### config.mk
export PLATFORM = sky130hd
export DESIGN_NAME = fan_thermal_speed_controller
export DESIGN_NICKNAME = d
export VERILOG_FILES = /design/src/sv/ftsc_pkg.sv /design/src/sv/ftsc_div.sv /design/src/sv/ftsc_dp.sv /design/src/sv/ftsc_ctrl.sv /design/src/sv/fan_thermal_speed_controller.sv
export SDC_FILE = /design/constraint.sdc
export NUM_CORES = 2
export LEC_CHECK = 0
export BUFFER_PORTS_ARGS = -buffer_cell sky130_fd_sc_hd__buf_4
export CORE_ASPECT_RATIO = 1.75
export CORE_MARGIN = 2
export CORE_UTILIZATION = 55
export CTS_CLUSTER_SIZE = 10
export DETAILED_ROUTE_END_ITERATION = 7
export GPL_TIMING_DRIVEN = 0
export PLACE_DENSITY = 0.84
export SLEW_MARGIN = 20
export SYNTH_ARGS = -nofsm -noshare
export SYNTH_HDL_FRONTEND = slang
export SYNTH_SLANG_ARGS = --single-unit
export TNS_END_PERCENT = 50
### constraint.sdc
create_clock -name clk -period 13.79 [get_ports clk]
set_input_delay 0 -clock clk [delete_from_list [all_inputs] [get_ports clk]]
set_output_delay 0 -clock clk [all_outputs]
set_load 0.1 [all_outputs]
### src/sv/ftsc_pkg.sv
package ftsc_pkg;

    localparam int ADC_BITS_DEF = 12;

    // register and field widths
    localparam int TICK_W     = 24;
    localparam int PPT_W      = 4;
    localparam int FSR_W      = 16;
    localparam int DUTY_W     = 10;
    localparam int GAIN_W     = 8;
    localparam int SDIV_W     = 8;
    localparam int PERIOD_W   = 32;
    localparam int RPM_W      = 32;
    localparam int PCT_W      = 7;
    localparam int CFG_IDX_W  = 3;
    localparam int CFG_DATA_W = 24;

    // register reset values
    localparam logic [TICK_W-1:0] TICK_RST  = TICK_W'(1000000);
    localparam logic [PPT_W-1:0]  PPT_RST   = PPT_W'(2);
    localparam logic [FSR_W-1:0]  FSR_RST   = FSR_W'(2500);
    localparam logic [DUTY_W-1:0] FLOOR_RST = DUTY_W'(420);
    localparam logic [DUTY_W-1:0] CEIL_RST  = DUTY_W'(1000);
    localparam logic [GAIN_W-1:0] GAIN_RST  = GAIN_W'(10);
    localparam logic [SDIV_W-1:0] SDIV_RST  = SDIV_W'(5);

    // scale factors
    localparam int TEMP_SPAN    = 330;
    localparam int SET_SPAN     = 150;
    localparam int RPM_SCALE    = 60;
    localparam int PCT_SCALE    = 100;
    localparam int PCT_MAX      = 100;
    localparam int DUTY_PER_PCT = 10;

    // tach arithmetic widths
    localparam int NUM_W  = TICK_W + 6;        // 60 * tick
    localparam int DEN_W  = PPT_W + PERIOD_W;  // pulses * period
    localparam int PROD_W = NUM_W + 7;         // rpm * 100

    // shared divider
    localparam int DIV_NW = PROD_W;
    localparam int DIV_DW = DEN_W;
    localparam int DIV_CW = $clog2(DIV_NW + 1);

    // speed error path
    localparam int ERR_W  = DUTY_W + 2;
    localparam int EMAG_W = DUTY_W + 1;

    typedef enum logic [CFG_IDX_W-1:0] {
        REG_TICK_RATE  = 3'd0,
        REG_PULSES     = 3'd1,
        REG_FULL_RPM   = 3'd2,
        REG_DUTY_FLOOR = 3'd3,
        REG_DUTY_CEIL  = 3'd4,
        REG_TEMP_GAIN  = 3'd5,
        REG_SPEED_DIV  = 3'd6
    } cfg_reg_t;

    typedef enum logic [1:0] {
        DIV_RPM,
        DIV_PCT,
        DIV_DEM,
        DIV_ERR
    } div_sel_t;

    typedef enum logic [3:0] {
        S_IDLE,
        S_TACH,
        S_RPM_START,
        S_RPM_WAIT,
        S_PCT_START,
        S_PCT_WAIT,
        S_ADC,
        S_GAIN,
        S_DEM_CHK,
        S_DEM_WAIT,
        S_ERR_START,
        S_ERR_WAIT,
        S_DONE
    } state_t;

    typedef struct packed {
        logic     capture;
        logic     tach_mul;
        logic     div_start;
        div_sel_t div_sel;
        logic     rpm_load;
        logic     pct_load;
        logic     diff_mul;
        logic     gain_mul;
        logic     dem_load;
        logic     duty_load;
        logic     duty_zero;
        logic     out_load;
    } ctrl_cmd_t;

    typedef struct packed {
        logic tach_go;
        logic adc_go;
        logic d_pos;
        logic div_done;
    } dp_status_t;

endpackage

### src/sv/ftsc_div.sv
module ftsc_div (
    input  logic                        clk,
    input  logic                        rst_n,
    input  logic                        start,
    input  logic [ftsc_pkg::DIV_NW-1:0] numer,
    input  logic [ftsc_pkg::DIV_DW-1:0] denom,
    input  logic [ftsc_pkg::DIV_CW-1:0] count,
    output logic                        done,
    output logic [ftsc_pkg::DIV_NW-1:0] quotient
);
    import ftsc_pkg::*;

    // numerator arrives left-aligned; count bits are shifted through,
    // leaving the quotient in the low count bits of q_reg
    logic                busy_reg, busy_next;
    logic                done_reg, done_next;
    logic [DIV_CW-1:0]   cnt_reg, cnt_next;
    logic [DIV_NW-1:0]   q_reg;
    logic [DIV_DW-1:0]   rem_reg;
    logic [DIV_DW-1:0]   den_reg;
    logic [DIV_DW:0]     shifted;
    logic [DIV_DW+1:0]   trial;
    logic                neg;

    assign shifted = {rem_reg, q_reg[DIV_NW-1]};
    assign trial   = {1'b0, shifted} - {2'b00, den_reg};
    assign neg     = trial[DIV_DW+1];

    always_comb
    begin
        busy_next = busy_reg;
        done_next = 1'b0;
        cnt_next  = cnt_reg;
        if (start)
        begin
            busy_next = 1'b1;
            cnt_next  = count;
        end
        else if (busy_reg)
        begin
            cnt_next = cnt_reg - DIV_CW'(1);
            if (cnt_reg == DIV_CW'(1))
            begin
                busy_next = 1'b0;
                done_next = 1'b1;
            end
        end
    end

    always_ff @(posedge clk or negedge rst_n)
    begin
        if (!rst_n)
        begin
            busy_reg <= 1'b0;
            done_reg <= 1'b0;
            cnt_reg  <= '0;
        end
        else
        begin
            busy_reg <= busy_next;
            done_reg <= done_next;
            cnt_reg  <= cnt_next;
        end
    end

    always_ff @(posedge clk)
    begin
        if (start)
        begin
            q_reg   <= numer;
            rem_reg <= '0;
            den_reg <= denom;
        end
        else if (busy_reg)
        begin
            q_reg   <= {q_reg[DIV_NW-2:0], ~neg};
            rem_reg <= neg ? shifted[DIV_DW-1:0] : trial[DIV_DW-1:0];
        end
    end

    assign done     = done_reg;
    assign quotient = q_reg;

endmodule

### src/sv/ftsc_dp.sv
module ftsc_dp #(
    parameter int ADC_BITS = ftsc_pkg::ADC_BITS_DEF
) (
    input  logic                            clk,
    input  logic                            rst_n,
    input  ftsc_pkg::ctrl_cmd_t             cmd,
    output ftsc_pkg::dp_status_t            status,
    input  logic [ADC_BITS-1:0]             temp_code,
    input  logic [ADC_BITS-1:0]             setpoint_code,
    input  logic                            adc_ready,
    input  logic [ftsc_pkg::PERIOD_W-1:0]   tach_period,
    input  logic                            tach_new,
    input  logic                            cfg_wr_en,
    input  logic [ftsc_pkg::CFG_IDX_W-1:0]  cfg_index,
    input  logic [ftsc_pkg::CFG_DATA_W-1:0] cfg_data,
    output logic [ftsc_pkg::DUTY_W-1:0]     duty,
    output logic [ftsc_pkg::RPM_W-1:0]      fan_rpm,
    output logic [ftsc_pkg::PCT_W-1:0]      speed_percent
);
    import ftsc_pkg::*;

    localparam int TS_W    = ADC_BITS + 9;          // code * 330
    localparam int DIFF_W  = ADC_BITS + 10;
    localparam int D_W     = GAIN_W + 1 + DIFF_W;
    localparam int DMAG_W  = D_W - 1;
    localparam int DEMQ_W  = DMAG_W - ADC_BITS + 1;
    localparam int DEM_W   = DEMQ_W + 1;
    localparam int SUM_W   = DUTY_W + 3;
    localparam int PCT10_W = PCT_W + 4;
    localparam logic [DIV_DW-1:0] ADC_FULL = DIV_DW'((64'd1 << ADC_BITS) - 64'd1);

    // configuration
    logic [TICK_W-1:0] tick_reg;
    logic [PPT_W-1:0]  ppt_reg;
    logic [FSR_W-1:0]  fsr_reg;
    logic [DUTY_W-1:0] floor_reg;
    logic [DUTY_W-1:0] ceil_reg;
    logic [GAIN_W-1:0] gain_reg;
    logic [SDIV_W-1:0] sdiv_reg;

    // captured item
    logic [ADC_BITS-1:0] temp_reg;
    logic [ADC_BITS-1:0] set_reg;
    logic                adc_rdy_reg;
    logic [PERIOD_W-1:0] period_reg;
    logic                tach_new_reg;

    // state
    logic [RPM_W-1:0]  rpm_reg;
    logic [PCT_W-1:0]  pct_reg;
    logic [DUTY_W-1:0] duty_reg;

    // intermediates
    logic [NUM_W-1:0]         num_reg;
    logic [DEN_W-1:0]         den_reg;
    logic [NUM_W-1:0]         rpm_tmp_reg;
    logic [PROD_W-1:0]        prod_reg;
    logic signed [DIFF_W-1:0] diff_reg;
    logic signed [D_W-1:0]    d_reg;
    logic signed [ERR_W-1:0]  err_reg;

    // output register
    logic [DUTY_W-1:0] duty_out_reg;
    logic [RPM_W-1:0]  rpm_out_reg;
    logic [PCT_W-1:0]  pct_out_reg;

    logic [PPT_W-1:0]  ppt1;
    logic [FSR_W-1:0]  fsr1;
    logic [SDIV_W-1:0] sdiv1;

    logic [DIV_NW-1:0] div_numer;
    logic [DIV_DW-1:0] div_denom;
    logic [DIV_CW-1:0] div_count;
    logic              div_done;
    logic [DIV_NW-1:0] div_q;

    logic [TS_W-1:0]          t_scaled;
    logic [TS_W-1:0]          s_scaled;
    logic signed [D_W-1:0]    d_mul;
    logic [DMAG_W-1:0]        d_mag;
    logic [PCT_W-1:0]         pct_new;
    logic [DEM_W-1:0]         dem_sum;
    logic [DUTY_W-1:0]        demand;
    logic [PCT10_W-1:0]       pct10;
    logic [EMAG_W-1:0]        err_mag;
    logic [EMAG_W-1:0]        step_mag;
    logic signed [SUM_W-1:0]  step;
    logic signed [SUM_W-1:0]  duty_sum;
    logic signed [SUM_W-1:0]  duty_lo;
    logic [DUTY_W-1:0]        duty_new;

    assign ppt1  = (ppt_reg == '0) ? PPT_W'(1) : ppt_reg;
    assign fsr1  = (fsr_reg == '0) ? FSR_W'(1) : fsr_reg;
    assign sdiv1 = (sdiv_reg == '0) ? SDIV_W'(1) : sdiv_reg;

    always_ff @(posedge clk or negedge rst_n)
    begin
        if (!rst_n)
        begin
            tick_reg  <= TICK_RST;
            ppt_reg   <= PPT_RST;
            fsr_reg   <= FSR_RST;
            floor_reg <= FLOOR_RST;
            ceil_reg  <= CEIL_RST;
            gain_reg  <= GAIN_RST;
            sdiv_reg  <= SDIV_RST;
        end
        else if (cfg_wr_en)
        begin
            unique case (cfg_reg_t'(cfg_index))
                REG_TICK_RATE:  tick_reg  <= cfg_data[TICK_W-1:0];
                REG_PULSES:     ppt_reg   <= cfg_data[PPT_W-1:0];
                REG_FULL_RPM:   fsr_reg   <= cfg_data[FSR_W-1:0];
                REG_DUTY_FLOOR: floor_reg <= cfg_data[DUTY_W-1:0];
                REG_DUTY_CEIL:  ceil_reg  <= cfg_data[DUTY_W-1:0];
                REG_TEMP_GAIN:  gain_reg  <= cfg_data[GAIN_W-1:0];
                REG_SPEED_DIV:  sdiv_reg  <= cfg_data[SDIV_W-1:0];
                default: ;
            endcase
        end
    end

    // divider operand select, numerators left-aligned
    always_comb
    begin
        unique case (cmd.div_sel)
            DIV_RPM:
            begin
                div_numer = {num_reg, {(DIV_NW - NUM_W){1'b0}}};
                div_denom = den_reg;
                div_count = DIV_CW'(NUM_W);
            end
            DIV_PCT:
            begin
                div_numer = prod_reg;
                div_denom = DIV_DW'(fsr1);
                div_count = DIV_CW'(PROD_W);
            end
            DIV_DEM:
            begin
                div_numer = {d_mag, {(DIV_NW - DMAG_W){1'b0}}};
                div_denom = ADC_FULL;
                div_count = DIV_CW'(DMAG_W);
            end
            default:
            begin
                div_numer = {err_mag, {(DIV_NW - EMAG_W){1'b0}}};
                div_denom = DIV_DW'(sdiv1);
                div_count = DIV_CW'(EMAG_W);
            end
        endcase
    end

    ftsc_div u_div (
        .clk      (clk),
        .rst_n    (rst_n),
        .start    (cmd.div_start),
        .numer    (div_numer),
        .denom    (div_denom),
        .count    (div_count),
        .done     (div_done),
        .quotient (div_q)
    );

    assign t_scaled = TS_W'(temp_reg) * TS_W'(TEMP_SPAN);
    assign s_scaled = TS_W'(set_reg) * TS_W'(SET_SPAN);
    assign d_mul    = $signed({1'b0, gain_reg}) * diff_reg;
    assign d_mag    = d_reg[DMAG_W-1:0];

    assign pct_new = (div_q > DIV_NW'(PCT_MAX)) ? PCT_W'(PCT_MAX) : div_q[PCT_W-1:0];

    assign dem_sum = DEM_W'(floor_reg) + DEM_W'(div_q[DEMQ_W-1:0]);
    assign demand  = (dem_sum > DEM_W'(ceil_reg)) ? ceil_reg : dem_sum[DUTY_W-1:0];
    assign pct10   = PCT10_W'(pct_reg) * PCT10_W'(DUTY_PER_PCT);

    assign err_mag  = err_reg[ERR_W-1] ? EMAG_W'(-err_reg) : EMAG_W'(err_reg);
    assign step_mag = div_q[EMAG_W-1:0];
    assign step     = err_reg[ERR_W-1] ? -$signed({2'b00, step_mag})
                                       : $signed({2'b00, step_mag});
    assign duty_sum = $signed({3'b000, duty_reg}) + step;

    // floor first, ceiling last
    always_comb
    begin
        duty_lo = duty_sum;
        if (duty_sum < $signed({3'b000, floor_reg}))
        begin
            duty_lo = $signed({3'b000, floor_reg});
        end
        duty_new = duty_lo[DUTY_W-1:0];
        if (duty_lo > $signed({3'b000, ceil_reg}))
        begin
            duty_new = ceil_reg;
        end
    end

    always_ff @(posedge clk or negedge rst_n)
    begin
        if (!rst_n)
        begin
            rpm_reg  <= '0;
            pct_reg  <= '0;
            duty_reg <= '0;
        end
        else
        begin
            if (cmd.pct_load)
            begin
                rpm_reg <= RPM_W'(rpm_tmp_reg);
                pct_reg <= pct_new;
            end
            if (cmd.duty_zero)
            begin
                duty_reg <= '0;
            end
            else if (cmd.duty_load)
            begin
                duty_reg <= duty_new;
            end
        end
    end

    always_ff @(posedge clk)
    begin
        if (cmd.capture)
        begin
            temp_reg     <= temp_code;
            set_reg      <= setpoint_code;
            adc_rdy_reg  <= adc_ready;
            period_reg   <= tach_period;
            tach_new_reg <= tach_new;
        end
        if (cmd.tach_mul)
        begin
            num_reg <= NUM_W'(tick_reg) * NUM_W'(RPM_SCALE);
            den_reg <= DEN_W'(ppt1) * DEN_W'(period_reg);
        end
        if (cmd.rpm_load)
        begin
            rpm_tmp_reg <= div_q[NUM_W-1:0];
            prod_reg    <= PROD_W'(div_q[NUM_W-1:0]) * PROD_W'(PCT_SCALE);
        end
        if (cmd.diff_mul)
        begin
            diff_reg <= $signed({1'b0, t_scaled}) - $signed({1'b0, s_scaled});
        end
        if (cmd.gain_mul)
        begin
            d_reg <= d_mul;
        end
        if (cmd.dem_load)
        begin
            err_reg <= $signed({2'b00, demand}) - $signed({1'b0, pct10});
        end
        if (cmd.out_load)
        begin
            duty_out_reg <= duty_reg;
            rpm_out_reg  <= rpm_reg;
            pct_out_reg  <= pct_reg;
        end
    end

    assign status.tach_go  = tach_new_reg && (period_reg != '0);
    assign status.adc_go   = adc_rdy_reg;
    assign status.d_pos    = !d_reg[D_W-1] && (d_reg != '0);
    assign status.div_done = div_done;

    assign duty          = duty_out_reg;
    assign fan_rpm       = rpm_out_reg;
    assign speed_percent = pct_out_reg;

endmodule

### src/sv/ftsc_ctrl.sv
module ftsc_ctrl (
    input  logic                 clk,
    input  logic                 rst_n,
    input  logic                 in_valid,
    output logic                 in_ready,
    output logic                 out_valid,
    input  logic                 out_ready,
    input  ftsc_pkg::dp_status_t status,
    output ftsc_pkg::ctrl_cmd_t  cmd
);
    import ftsc_pkg::*;

    state_t state_reg, state_next;
    logic   out_valid_reg, out_valid_next;

    always_comb
    begin
        state_next = state_reg;
        unique case (state_reg)
            S_IDLE:      if (in_valid) state_next = S_TACH;
            S_TACH:      state_next = status.tach_go ? S_RPM_START : S_ADC;
            S_RPM_START: state_next = S_RPM_WAIT;
            S_RPM_WAIT:  if (status.div_done) state_next = S_PCT_START;
            S_PCT_START: state_next = S_PCT_WAIT;
            S_PCT_WAIT:  if (status.div_done) state_next = S_ADC;
            S_ADC:       state_next = status.adc_go ? S_GAIN : S_DONE;
            S_GAIN:      state_next = S_DEM_CHK;
            S_DEM_CHK:   state_next = status.d_pos ? S_DEM_WAIT : S_DONE;
            S_DEM_WAIT:  if (status.div_done) state_next = S_ERR_START;
            S_ERR_START: state_next = S_ERR_WAIT;
            S_ERR_WAIT:  if (status.div_done) state_next = S_DONE;
            S_DONE:      if (!out_valid_reg || out_ready) state_next = S_IDLE;
            default:     state_next = S_IDLE;
        endcase
    end

    always_comb
    begin
        cmd      = '0;
        in_ready = 1'b0;
        unique case (state_reg)
            S_IDLE:
            begin
                in_ready    = 1'b1;
                cmd.capture = in_valid;
            end
            S_TACH:      cmd.tach_mul = status.tach_go;
            S_RPM_START:
            begin
                cmd.div_start = 1'b1;
                cmd.div_sel   = DIV_RPM;
            end
            S_RPM_WAIT:  cmd.rpm_load = status.div_done;
            S_PCT_START:
            begin
                cmd.div_start = 1'b1;
                cmd.div_sel   = DIV_PCT;
            end
            S_PCT_WAIT:  cmd.pct_load = status.div_done;
            S_ADC:       cmd.diff_mul = status.adc_go;
            S_GAIN:      cmd.gain_mul = 1'b1;
            S_DEM_CHK:
            begin
                cmd.div_start = status.d_pos;
                cmd.div_sel   = DIV_DEM;
                cmd.duty_zero = !status.d_pos;
            end
            S_DEM_WAIT:  cmd.dem_load = status.div_done;
            S_ERR_START:
            begin
                cmd.div_start = 1'b1;
                cmd.div_sel   = DIV_ERR;
            end
            S_ERR_WAIT:  cmd.duty_load = status.div_done;
            S_DONE:      cmd.out_load = !out_valid_reg || out_ready;
            default:     cmd = '0;
        endcase
    end

    always_comb
    begin
        out_valid_next = out_valid_reg;
        if (cmd.out_load)
        begin
            out_valid_next = 1'b1;
        end
        else if (out_ready)
        begin
            out_valid_next = 1'b0;
        end
    end

    always_ff @(posedge clk or negedge rst_n)
    begin
        if (!rst_n)
        begin
            state_reg     <= S_IDLE;
            out_valid_reg <= 1'b0;
        end
        else
        begin
            state_reg     <= state_next;
            out_valid_reg <= out_valid_next;
        end
    end

    assign out_valid = out_valid_reg;

endmodule

### src/sv/fan_thermal_speed_controller.sv
// Fan thermal speed controller: one control pass per input transfer.
// Input channel (in_valid/in_ready) carries the temperature and setpoint ADC
// codes with adc_ready, and a tach period with tach_new. Output channel
// (out_valid/out_ready) returns duty, fan_rpm and speed_percent after the
// pass, one result per input item. Configuration is a write-only port
// (cfg_wr_en, cfg_index, cfg_data), taken at any edge with cfg_wr_en high.
// Items are processed one at a time. A pass with neither tach nor ADC work
// only steps through the tach check, the ADC check and the done state; the
// tach update and the duty update add further divider runs. The pass time
// is set by one shared restoring divider retiring one quotient bit per cycle,
// used for the rpm, percent, demand and speed-step quotients in turn.
// The result sits in an output register; the next item is taken as soon as
// the result is loaded there, so a stalled receiver holds the block only
// once the following pass is also finished. Reset restores the default
// configuration and clears internal duty, rpm and percent (not the outputs).
module fan_thermal_speed_controller #(
    parameter int ADC_BITS = ftsc_pkg::ADC_BITS_DEF
) (
    input  logic                            clk,
    input  logic                            rst_n,
    input  logic                            in_valid,
    output logic                            in_ready,
    input  logic [ADC_BITS-1:0]             temp_code,
    input  logic [ADC_BITS-1:0]             setpoint_code,
    input  logic                            adc_ready,
    input  logic [ftsc_pkg::PERIOD_W-1:0]   tach_period,
    input  logic                            tach_new,
    output logic                            out_valid,
    input  logic                            out_ready,
    output logic [ftsc_pkg::DUTY_W-1:0]     duty,
    output logic [ftsc_pkg::RPM_W-1:0]      fan_rpm,
    output logic [ftsc_pkg::PCT_W-1:0]      speed_percent,
    input  logic                            cfg_wr_en,
    input  logic [ftsc_pkg::CFG_IDX_W-1:0]  cfg_index,
    input  logic [ftsc_pkg::CFG_DATA_W-1:0] cfg_data
);
    import ftsc_pkg::*;

    ctrl_cmd_t  cmd;
    dp_status_t status;

    ftsc_ctrl u_ctrl (
        .clk       (clk),
        .rst_n     (rst_n),
        .in_valid  (in_valid),
        .in_ready  (in_ready),
        .out_valid (out_valid),
        .out_ready (out_ready),
        .status    (status),
        .cmd       (cmd)
    );

    ftsc_dp #(
        .ADC_BITS (ADC_BITS)
    ) u_dp (
        .clk           (clk),
        .rst_n         (rst_n),
        .cmd           (cmd),
        .status        (status),
        .temp_code     (temp_code),
        .setpoint_code (setpoint_code),
        .adc_ready     (adc_ready),
        .tach_period   (tach_period),
        .tach_new      (tach_new),
        .cfg_wr_en     (cfg_wr_en),
        .cfg_index     (cfg_index),
        .cfg_data      (cfg_data),
        .duty          (duty),
        .fan_rpm       (fan_rpm),
        .speed_percent (speed_percent)
    );

endmodule

==> flow_metrics.tcl <==
set metrics [dict create \
    final.min_clock_period_ps 8170 \
    hold_viol 0 \
    synth_area_leaders "edfxtp_1 (25%), ha_1 (14%), fa_1 (14%), dfrtp_1 (6.5%), inv_1 (5.2%)" \
    hold_class "in -> reg" \
    synth.distinct_cells 80 \
    hold_depth 4 \
    setup_violations 0 \
    worst_pin_slew_ps 1110 \
    crit_family "compound AO/OA/AOI/OAI gates" \
    yosys.area_share.xor_xnor_pct 4.50 \
    synth_ff_type "edfxtp_1" \
    drt_iter0_markers 2157 \
    cp.arrival_ps 8720 \
    syn_to_final_growth_pct 12.6 \
    violations "design-rule violations" \
    ant_nets 0 \
    crit_path_top_delay_cell "o41ai_1" \
    clkSlewWorstSetupHoldPaths_ps 60 \
    crit_required_ps 14340 \
    placed_cells 5399 \
    die_y_um 376 \
    synth.area.mux_share_pct 2.90 \
    clockBufferDepth 3 \
    grt_pass1_wl_mm 175 \
    hold_start "cfg_wr_en" \
    cts_buffers 66 \
    worst_setup_path_start_kind "register" \
    synth_edf_count 367 \
    top_layer "met4" \
    ioPinCount 141 \
    start_util_pct 55.3 \
    die_w_um 216 \
    cts_root_buf "clkbuf_16" \
    route.detailed.drc 1 \
    gp_congestion 1.03 \
    finClkSkew_ps 38.8 \
    grt_usage_pct 27.5 \
    num_vias 32115 \
    gr-total-overflow 0 \
    yosys.area_share.simple_pct 11.7 \
    reg2reg_from "u_dp.err_reg[11]" \
    grt_pass1_vias 33712 \
    coreArea_um2 78400 \
    fin_ws_ps 5620 \
    dp_slack_ps 5620 \
    synth_top_area_share_pct 25.4 \
    grt_setup_unrepaired "no" \
    tns_ps 0 \
    instances_no_fill 5606 \
    critPathBufInv 6 \
    worst_setup_path_end_kind "register" \
    drive_gt1_share_pct 8.56 \
    clock_sinks 543 \
    synth_top_area_cell "edfxtp_1" \
    firstDrtPassIters 8 \
    routed_via_density 5.73 \
    io_buffers 136 \
    seq_area_frac_synth_pct 35.2 \
    synth_adder_area_share_pct 28.0 \
    nets 5403 \
    fin_crit_sh_pct 59.3 \
    status "finished with violations" \
    syn-cell-area_um2 43400 \
    fp.dieArea_um2 81300 \
    crit_fanout 10 \
    wirelength_mm 110 \
    rows 136 \
    avgSynthCellArea_um2 10.3 \
    holdWs_ps 53.6 \
    drv_cap 0 \
    critical_path_class "reg -> reg" \
    wl_met1_mm 38.2 \
    critPathMaxStageDelay_ps 640 \
    cts-resized-gates 0 \
    synth_compound_area_share_pct 11.6 \
    wl_per_cell_um 19.6 \
    synth_top_family_by_area "adder cells" \
    dp_hpwl_mm 85.1 \
    antenna_found_initial 4 \
    ctsHtreeMaxLevel 3 \
    grt_max_degree 85 \
    routed-wl-met2_mm 56.6 \
    ys_seq_elements 543 \
    holdPathEnd "u_dp.ppt_reg[2]" \
    fmax_ghz 0.122 \
    cts_tree "yes" \
    r2r_end "u_dp.duty_reg[3]" \
    drv_slew 0 \
    clock_latency_ps 640 \
    met3WireLength_mm 6.00 \
    syn_inst 4204 \
    largest_reg_flops 37 \
    slew_headroom_pct 24.3 \
    rrSetupSlack_ps 5620 \
    ys_warn_count 0 \
    ff2ff_path_depth 35 \
    async_reset_ff_share_pct 25.8 \
]
## repair_timing
action,in CTS,in global routing
hold buffers,90,0
buffers inserted,0,0
endpoints found under the hold margin,266,0
## layer usage
metal,up-vias,GRT usage (%)
met5,-,0
met4,0,20.4
met3,447,4.30
met2,1227,49.8
met1,15406,28.4
li1,15035,-
## cells in the final DEF (no fill, tap or decap), drive strengths merged, types with 113 or more instances in the layout
cell / count
edfxtp: 367
and2: 129
nand2: 377
nor2: 163
o21ai: 158
inv: 606
ha: 494
dfrtp: 113
clkbuf: 202
fa: 297
buf: 169
xnor2: 152
a21oi: 237
## cell usage after synthesis (55+ instances only)
cell / instances
a21oi_1: 236
edfxtp_1: 367
fa_1: 297
nor3_1: 55
nor2b_1: 74
mux2_2: 81
xnor2_1: 152
nand2_1: 377
a21o_1: 101
clkbuf_1: 98
ha_1: 494
and2_1: 129
nor2_1: 163
dfrtp_1: 113
nand3_1: 61
inv_1: 603
o21ai_0: 153
xor2_1: 71
## how the worst max path moves through the flow
stage | startpoint | slack (ps) | depth (start not counted) | end
floorplan | u_ctrl.state_reg[1] | 6220 | 4 | u_dp.den_reg[0]
global placement | u_dp.period_reg[31] | 3690 | 4 | u_dp.den_reg[31]
detailed placement | u_dp.err_reg[11] | 5620 | 35 | u_dp.duty_reg[6]
CTS | u_dp.err_reg[11] | 5570 | 35 | u_dp.duty_reg[3]
global route | u_dp.err_reg[11] | 4990 | 35 | u_dp.duty_reg[3]
finish | u_dp.err_reg[11] | 5620 | 35 | u_dp.duty_reg[3]
## kinds of logic (layout without fill, tap and decap cells)
kind of cell / after synthesis / in the layout
simple gates: 1040 / 1040
fa+ha+maj: 792 / 792
compound gates: 779 / 779
buf+inv: 711 / 1074
flops: 543 / 543
xor+xnor: 223 / 223
mux: 115 / 115
other cells: 1 / 5
## through the flow
step / util, % / cell area, um^2
floorplan: - / 43400
global placement: 58.3 / 45700
detailed placement: 58.7 / 46000
CTS: 62.3 / 48900
global route: 62.3 / 48900
finish: 62.3 / 48900
## worst reg2reg max path: cells and delay by family, from the launching register on
family	cells	cell delay, ps
adder cells (fa/ha/maj)	4	1330
AND/OR/NAND/NOR	9	1040
buffers and inverters	6	1400
flip-flops	1	510
AO/OA/AOI/OAI	16	3810
## area by class of cell
type                            instances  area [um^2]
Inverter                              603         2260
Buffer                                108          429
Fill cell                            5967        29600
Multi-Input combinational cell       2951        25500
Timing Repair Buffer                  249         2190
Clock buffer                          104         1820
Antenna cell                            3         7.51
Tap cell                             1035         1290
Sequential cell                       543        15300
Clock inverter                         10          100
Power is left out: the tool's default activity adds up to more than one toggle a clock period on the data nets, which glitch-free logic cannot reach.
